`src/hw/rtl/tddl_pkg.sv`:
```
// Package: shared widths, codes and control/status types for the divisor lister.
`default_nettype none
package tddl_pkg;

  localparam int NUMBER_BITS = 12;
  localparam int IN_W        = 12;
  localparam int DIV_W       = 12;
  localparam int CNT_W       = (NUMBER_BITS > 1) ? $clog2(NUMBER_BITS) : 1;
  localparam int MAX_RESULTS = 46;
  localparam int FCNT_W      = $clog2(MAX_RESULTS + 1);

  localparam logic [1:0] VERDICT_ZERO      = 2'd0;
  localparam logic [1:0] VERDICT_PRIME     = 2'd1;
  localparam logic [1:0] VERDICT_COMPOSITE = 2'd2;

  localparam logic [1:0] EMIT_ZERO  = 2'd0;
  localparam logic [1:0] EMIT_PRIME = 2'd1;
  localparam logic [1:0] EMIT_MID   = 2'd2;
  localparam logic [1:0] EMIT_LAST  = 2'd3;

  typedef logic [NUMBER_BITS-1:0] num_t;
  typedef logic [NUMBER_BITS:0]   num1_t;

  typedef struct packed {
    logic       load;
    logic       div_start;
    logic       div_step;
    logic       next_cand;
    logic       take;
    logic       emit;
    logic [1:0] emit_sel;
  } cmd_t;

  typedef struct packed {
    logic num_zero;
    logic num_small;
    logic div_last;
    logic divides;
    logic cand_end;
    logic cap;
    logic pend_vld;
  } sts_t;

endpackage
`default_nettype wire

```
`src/hw/rtl/tddl_ctrl.sv`:
```
// Controller: sequences load, per-candidate serial remainder and result emission.
`default_nettype none
module tddl_ctrl (
  input  wire logic           clk,
  input  wire logic           rst_n,
  input  wire logic           start,
  output logic                busy,
  input  wire tddl_pkg::sts_t sts,
  output tddl_pkg::cmd_t      cmd
);

  localparam logic [2:0] ST_IDLE  = 3'd0;
  localparam logic [2:0] ST_CHECK = 3'd1;
  localparam logic [2:0] ST_DIV   = 3'd2;
  localparam logic [2:0] ST_NEXT  = 3'd3;

  logic [2:0] state_r;
  logic [2:0] state_nxt;

  always_ff @(posedge clk) begin
    if (!rst_n) begin
      state_r <= ST_IDLE;
    end else begin
      state_r <= state_nxt;
    end
  end

  assign busy = (state_r != ST_IDLE);

  always_comb begin
    state_nxt = state_r;
    cmd       = '0;
    unique case (state_r)
      ST_IDLE: begin
        if (start) begin
          cmd.load  = 1'b1;
          state_nxt = ST_CHECK;
        end
      end
      ST_CHECK: begin
        priority if (sts.num_zero) begin
          cmd.emit     = 1'b1;
          cmd.emit_sel = tddl_pkg::EMIT_ZERO;
          state_nxt    = ST_IDLE;
        end else if (sts.num_small) begin
          cmd.emit     = 1'b1;
          cmd.emit_sel = tddl_pkg::EMIT_PRIME;
          state_nxt    = ST_IDLE;
        end else begin
          cmd.div_start = 1'b1;
          state_nxt     = ST_DIV;
        end
      end
      ST_DIV: begin
        cmd.div_step = 1'b1;
        if (sts.div_last) begin
          if (sts.divides) begin
            cmd.take = 1'b1;
            if (sts.pend_vld) begin
              cmd.emit     = 1'b1;
              cmd.emit_sel = tddl_pkg::EMIT_MID;
            end
          end
          state_nxt = ST_NEXT;
        end
      end
      ST_NEXT: begin
        if (sts.cand_end || sts.cap) begin
          cmd.emit     = 1'b1;
          cmd.emit_sel = sts.pend_vld ? tddl_pkg::EMIT_LAST : tddl_pkg::EMIT_PRIME;
          state_nxt    = ST_IDLE;
        end else begin
          cmd.next_cand = 1'b1;
          cmd.div_start = 1'b1;
          state_nxt     = ST_DIV;
        end
      end
      default: begin
        state_nxt = ST_IDLE;
      end
    endcase
  end

endmodule
`default_nettype wire

```
`src/hw/rtl/tddl_dp.sv`:
```
// Datapath: number and candidate registers, serial restoring remainder, pending divisor, result register.
`default_nettype none
module tddl_dp (
  input  wire logic                        clk,
  input  wire logic                        rst_n,
  input  wire logic [tddl_pkg::IN_W-1:0]   in_number,
  input  wire tddl_pkg::cmd_t              cmd,
  output tddl_pkg::sts_t                   sts,
  output logic                             out_valid,
  output logic [1:0]                       out_verdict,
  output logic [tddl_pkg::DIV_W-1:0]       out_divisor,
  output logic                             out_last
);

  tddl_pkg::num_t                   num_r;
  tddl_pkg::num_t                   cand_r;
  tddl_pkg::num_t                   rem_r;
  tddl_pkg::num_t                   rem_nxt;
  tddl_pkg::num_t                   pend_r;
  logic [tddl_pkg::CNT_W-1:0]       cnt_r;
  logic [tddl_pkg::FCNT_W-1:0]      fcnt_r;
  logic                             pend_vld_r;
  tddl_pkg::num1_t                  rem_sh;
  tddl_pkg::num1_t                  rem_sub;
  logic                             out_valid_r;
  logic [1:0]                       out_verdict_r;
  logic [tddl_pkg::DIV_W-1:0]       out_divisor_r;
  logic                             out_last_r;

  // one restoring step: shift in next dividend bit, subtract if it fits
  assign rem_sh  = {rem_r, num_r[cnt_r]};
  assign rem_sub = rem_sh - {1'b0, cand_r};
  assign rem_nxt = (rem_sh >= {1'b0, cand_r}) ? rem_sub[tddl_pkg::NUMBER_BITS-1:0]
                                               : rem_sh[tddl_pkg::NUMBER_BITS-1:0];

  always_comb begin
    sts.num_zero  = (num_r == '0);
    sts.num_small = (num_r == tddl_pkg::NUMBER_BITS'(1)) ||
                    (num_r == tddl_pkg::NUMBER_BITS'(2));
    sts.div_last  = (cnt_r == '0);
    sts.divides   = (rem_nxt == '0);
    sts.cand_end  = (({1'b0, cand_r} + tddl_pkg::num1_t'(1)) == {1'b0, num_r});
    sts.cap       = (fcnt_r == tddl_pkg::FCNT_W'(tddl_pkg::MAX_RESULTS));
    sts.pend_vld  = pend_vld_r;
  end

  always_ff @(posedge clk) begin
    if (cmd.load) begin
      num_r  <= in_number[tddl_pkg::NUMBER_BITS-1:0];
      cand_r <= tddl_pkg::NUMBER_BITS'(2);
    end else if (cmd.next_cand) begin
      cand_r <= cand_r + tddl_pkg::NUMBER_BITS'(1);
    end
    if (cmd.div_start) begin
      rem_r <= '0;
      cnt_r <= tddl_pkg::CNT_W'(tddl_pkg::NUMBER_BITS - 1);
    end else if (cmd.div_step) begin
      rem_r <= rem_nxt;
      cnt_r <= cnt_r - tddl_pkg::CNT_W'(1);
    end
    if (cmd.take) begin
      pend_r <= cand_r;
    end
    if (cmd.emit) begin
      unique case (cmd.emit_sel)
        tddl_pkg::EMIT_ZERO: begin
          out_verdict_r <= tddl_pkg::VERDICT_ZERO;
          out_divisor_r <= '0;
          out_last_r    <= 1'b1;
        end
        tddl_pkg::EMIT_PRIME: begin
          out_verdict_r <= tddl_pkg::VERDICT_PRIME;
          out_divisor_r <= '0;
          out_last_r    <= 1'b1;
        end
        tddl_pkg::EMIT_MID: begin
          out_verdict_r <= tddl_pkg::VERDICT_COMPOSITE;
          out_divisor_r <= tddl_pkg::DIV_W'(pend_r);
          out_last_r    <= 1'b0;
        end
        default: begin
          out_verdict_r <= tddl_pkg::VERDICT_COMPOSITE;
          out_divisor_r <= tddl_pkg::DIV_W'(pend_r);
          out_last_r    <= 1'b1;
        end
      endcase
    end
  end

  always_ff @(posedge clk) begin
    if (!rst_n) begin
      pend_vld_r  <= 1'b0;
      fcnt_r      <= '0;
      out_valid_r <= 1'b0;
    end else begin
      out_valid_r <= cmd.emit;
      if (cmd.load) begin
        pend_vld_r <= 1'b0;
        fcnt_r     <= '0;
      end else if (cmd.take) begin
        pend_vld_r <= 1'b1;
        fcnt_r     <= fcnt_r + tddl_pkg::FCNT_W'(1);
      end
    end
  end

  assign out_valid   = out_valid_r;
  assign out_verdict = out_verdict_r;
  assign out_divisor = out_divisor_r;
  assign out_last    = out_last_r;

endmodule
`default_nettype wire

```
`src/hw/rtl/trial_division_divisor_lister.sv`:
```
// Top level: trial-division primality tester that lists proper divisors.
//
// Input: present in_number with start high; the item is taken at an edge with
// start high and busy low. busy stays high until the last result is issued.
// Output: each result shows on out_verdict/out_divisor/out_last for one cycle
// with out_valid high; the receiver cannot stall, results are never held.
// Zero gives one zero verdict; one and two give one prime verdict.
// Otherwise every candidate 2..n-1 is tried with a serial restoring remainder
// that walks all NUMBER_BITS dividend bits, then the candidate is advanced.
// Divisors come out in rising order; each is issued once the next one is found,
// the largest at the end of the scan marked last; a prime gives one prime verdict.
// Zero, one and two are settled without any remainder step. The remainder unit sets the rate.
// Reset (rst_n low, synchronous) returns to idle and drops any item in work.
`default_nettype none
module trial_division_divisor_lister (
  input  wire logic                      clk,
  input  wire logic                      rst_n,
  input  wire logic                      start,
  output logic                           busy,
  input  wire logic [tddl_pkg::IN_W-1:0] in_number,
  output logic                           out_valid,
  output logic [1:0]                     out_verdict,
  output logic [tddl_pkg::DIV_W-1:0]     out_divisor,
  output logic                           out_last
);

  tddl_pkg::cmd_t cmd;
  tddl_pkg::sts_t sts;

  tddl_ctrl u_ctrl (
    .clk   (clk),
    .rst_n (rst_n),
    .start (start),
    .busy  (busy),
    .sts   (sts),
    .cmd   (cmd)
  );

  tddl_dp u_dp (
    .clk         (clk),
    .rst_n       (rst_n),
    .in_number   (in_number),
    .cmd         (cmd),
    .sts         (sts),
    .out_valid   (out_valid),
    .out_verdict (out_verdict),
    .out_divisor (out_divisor),
    .out_last    (out_last)
  );

endmodule
`default_nettype wire

```
`config.mk`:
```
export PLATFORM = sky130hd
export DESIGN_NAME = trial_division_divisor_lister
export DESIGN_NICKNAME = d
export VERILOG_FILES = /design/src/hw/rtl/tddl_pkg.sv /design/src/hw/rtl/tddl_ctrl.sv /design/src/hw/rtl/tddl_dp.sv /design/src/hw/rtl/trial_division_divisor_lister.sv
export SDC_FILE = /design/constraint.sdc
export NUM_CORES = 1
export LEC_CHECK = 0
export ABC_CLOCK_PERIOD_IN_PS = 4400
export BUFFER_PORTS_ARGS = -buffer_cell sky130_fd_sc_hd__buf_2
export CAP_MARGIN = 10
export CELL_PAD_IN_SITES_DETAIL_PLACEMENT = 0
export CELL_PAD_IN_SITES_GLOBAL_PLACEMENT = 2
export CORE_UTILIZATION = 35
export CTS_CLUSTER_DIAMETER = 150
export DETAILED_ROUTE_END_ITERATION = 12
export GPL_TIMING_DRIVEN = 0
export PLACE_DENSITY_LB_ADDON = 0.1
export SYNTH_ARGS = -nofsm -noshare
export SYNTH_HDL_FRONTEND = slang
export SYNTH_SLANG_ARGS = --single-unit
```
`constraint.sdc`:
```
create_clock -name clk -period 4.4 [get_ports clk]
set_input_delay 0.44 -clock clk [delete_from_list [all_inputs] [get_ports clk]]
set_output_delay 0.44 -clock clk [all_outputs]
set_load 0.01 [all_outputs]
```
==> results by group <==
Logic synthesis
  • Post-synthesis net count: 544
  • Post-Syn Area: 0.004698 sq mm
  • Post-synth EDFFs: 39
  • Sequential-to-total area share from yosys stat: 0.4112
  • FF+latch count, synth: 77
  • Top cells by area, synth: edfxtp_1, dfxtp_1, nand2_1
  • YS warnings: 0
  • Mapped Avg Cell Area: 9.176 sq um
  • Main synth FF type: edfxtp_1
  • Netlist cell types: 67
  • Post-Synthesis Cells: 512
  • Synth top area share: 0.2493
  • Synth area leader: edfxtp_1
  • Post-synth ARST share: 0

Placed design
  • GP Congestion: 0.8391
  • Post-DP HPWL: 9601 um
  • IO Port Bufs: 31
  • Placed cell areas: 0.005071 sq mm

Floorplan
  • Die height: 117.9 um
  • I/O pins: 32
  • Core area: 0.01288 sq mm
  • # rows: 41
  • Initial core utilization: 0.3649
  • Die area: 0.01389 sq mm
  • Die X: 117.9 um

Hold path
  • Hold Path Class: in -> reg

GRT
  • Overall routing resource usage: 0.1864
  • Vias in the first global route: 3772
  • Initial antenna violation count: 0
  • Pin count of the biggest net entering global routing: 22
  • Global-route wire length before repair: 20200 um
  • Gr ovfl total: 0

Run
  • Max cap viols: 0

Final layout
  • Nets: 589
  • Final Cell Area: 0.005444 sq mm
  • Most common cell after layout, fill and taps aside: nand2_1
  • Commonest non-fill, non-tap cells in the layout: nand2_1, nor2_1, edfxtp_1, buf_2, dfxtp_1
  • Layout cells sized above 1: 0.1477
  • Fillers: 1318
  • Fin util: 0.4228
  • Diode count: 0
  • Syn-to-layout area delta: 15.87%

Route
  • WL met2: 5395 um
  • Routed Antenna Nets: 0
  • Routed vias: 3911
  • Pre-antenna DRT Iters: 5
  • Initial DRC Count: 225
  • Max Used Layer: met4
  • Average routed wire per standard cell: 16.89 um
  • Via density: 5.328
  • DRC viols: 0
  • WL met1: 6206 um
  • Met3 wire len: 577 um
  • Final wirelength: 12400 um

STA
  • Slew @ Worst Pin: 0.9821 ns
  • Max-slew violations: 0
  • Min Hold Slack: 0.2740 ns
  • Slew HR: 0.3452
  • Max Freq: 238.6 MHz
  • Layout Skew: 0.006086 ns
  • Crit path time final: 4.190 ns
  • Period utilization: 0.9524
  • Final Hold Viols: 0
  • RSZ-0062 raised after global routing: false
  • Final setup fails: 0

Critical path
  • Critical path capture point type: flop
  • WS Path Type: reg -> reg
  • Largest fanout on the critical path: 10
  • Worst setup SP type: flop
  • CP required: 4.49 ns
  • Critical path arrival: 4.28 ns

Clocking
  • CTS tree: yes
  • Sink Count: 77
  • H-tree levels: 3
  • Skew-Pair Late Insertion Delay: 0.34 ns
  • Clock transition at path regs: 0.07 ns
  • Max Buffers Root-to-Sink: 2
  • Root Driver: clkbuf_16
  • Inserted Clock Buffers: 9

Power
  • Worst VDD drop: 316.2 uV
  • Leak pwr: 2.025 nW
  • PwrDens: 530.9 mW/mm^2

Run status
  • Outcome: finished, final reports clean
-- state kept, by name, summed over array words and instances (netlist names) --
register / flops
u_ctrl.state_r: 2
u_dp.num_r: 12
u_dp.pend_r: 12
u_dp.pend_vld_r: 1
u_dp.out_verdict: 2
u_dp.out_valid: 1
u_dp.rem_r: 12
u_dp.cand_r: 12
u_dp.cnt_r: 4
u_dp.fcnt_r: 6
u_dp.out_divisor: 12
u_dp.out_last: 1
-- worst max-delay path, cell delays in order (launching register included) --
cell and delay [ns]:
edfxtp_1 0.45, mux4_2 0.50, mux2i_1 0.18, o21ai_2 0.10
inv_1 0.11, ha_2 0.23, fa_2 0.24, nand2b_4 0.16
a21oi_1 0.15, o21ba_2 0.23, a211oi_1 0.40, o221a_2 0.31
a2111oi_4 0.09, buf_6 0.15, o31a_2 0.35, buf_6 0.14
and2_1 0.15
-- stage by stage --
step / setup slack [ns] / power [mW] / cells / setup TNS, ns
floorplan: 0.01987 / 1.816 / 512 / 0
global route: 0.04890 / 3.109 / 734 / 0
finish: 0.2096 / 2.890 / 734 / 0
global placement: -0.8294 / 2.129 / 715 / -26.87
CTS: 0.004800 / 2.885 / 733 / 0
detailed placement: -0.9299 / 2.132 / 715 / -31.38
-- synth_stat cells, types with 2 or more instances --
library cell and count:
nand4b_1 4, mux2_2 4, clkbuf_1 20, nor2_1 39, and3_1 6, nor2b_1 12
and4_1 2, nor4_1 8, xor2_1 10, a21o_1 6, or3_1 10, mux2i_1 11
o21ai_0 14, or4_1 4, inv_1 26, a21oi_1 23, nand2_1 61, a22oi_1 2
a31oi_1 3, o21a_1 3, nand2b_1 6, nand3_1 21, o31ai_1 2, nor3b_1 4
nor3_1 12, nand4_1 7, and2_1 16, buf_2 6, dfxtp_1 38, nor4b_1 3
ha_1 16, mux4_2 3, o211ai_1 6, edfxtp_1 39, xnor2_1 15, a211oi_1 6
o211a_1 2, nand3b_1 5, a311oi_1 8, a211o_1 2
-- cells by family (layout without fill, tap and decap cells) --
group | count (synthesis) | count (layout) | synth area share
DFF | 77 | 77 | 0.4112
adders and majority gates | 18 | 18 | 0.04900
muxes | 18 | 18 | 0.04740
AOI/OAI and AO/OA | 96 | 96 | 0.1483
xor gates and xnor gates | 25 | 25 | 0.04660
buffers and inverters | 54 | 104 | 0.04634
and+or+nand+nor | 224 | 224 | 0.2511
-- power by group --
| group | switching [mW] | internal (mW) | leakage, nW |
|---|---|---|---|
| clock network | 0.325 | 0.396 | 0.137 |
| logic | 0.774 | 0.480 | 1.24 |
| registers | 0.0979 | 0.818 | 0.653 |
-- layout make-up --
type / count / area [sq um] / area share
clock inverter: 7 / 68.82 / 0.01264
multi-input combinational: 381 / 2586 / 0.4751
timing repair buffer: 35 / 201.4 / 0.03700
tap: 172 / 215.2 / 0.03953
buffer: 27 / 116.4 / 0.02137
inverter: 26 / 97.59 / 0.01793
sequential: 77 / 1933 / 0.3551
clock buffer: 9 / 225.2 / 0.04137
-- metal layers --
metal,vias up,track usage
met5,-,0
met4,0,0.05929
met1,1832,0.2671
met3,8,0.03343
met2,108,0.2820
li1,1963,-
-- final timing paths --
check | start | to | slack (ns) | cells past startpoint
setup / recovery | u_dp.num_r[11]$_DFFE_PP_ | u_dp.out_divisor[11]$_SDFFCE_PP0P_ | 0.21 | 16
setup reg to reg | u_dp.num_r[11]$_DFFE_PP_ | u_dp.out_divisor[11]$_SDFFCE_PP0P_ | 0.21 | 16
hold / removal | in_number[9] | u_dp.num_r[9]$_DFFE_PP_ | 0.27 | 1
hold reg to reg | u_dp.cand_r[3]$_SDFFE_PP0P_ | u_dp.pend_r[3]$_DFFE_PP_ | 0.43 | 0
-- timing repair --
action / 4_1_cts / 5_1_grt
resized for setup: 10 / 3
hold endpoints to repair: 0 / 0
buffers inserted: 3 / 1
hold buffers: 0 / 0
setup endpoints to repair: 49 / 50
pin swaps: 5 / 2
(Power assumes the default switching activity.)
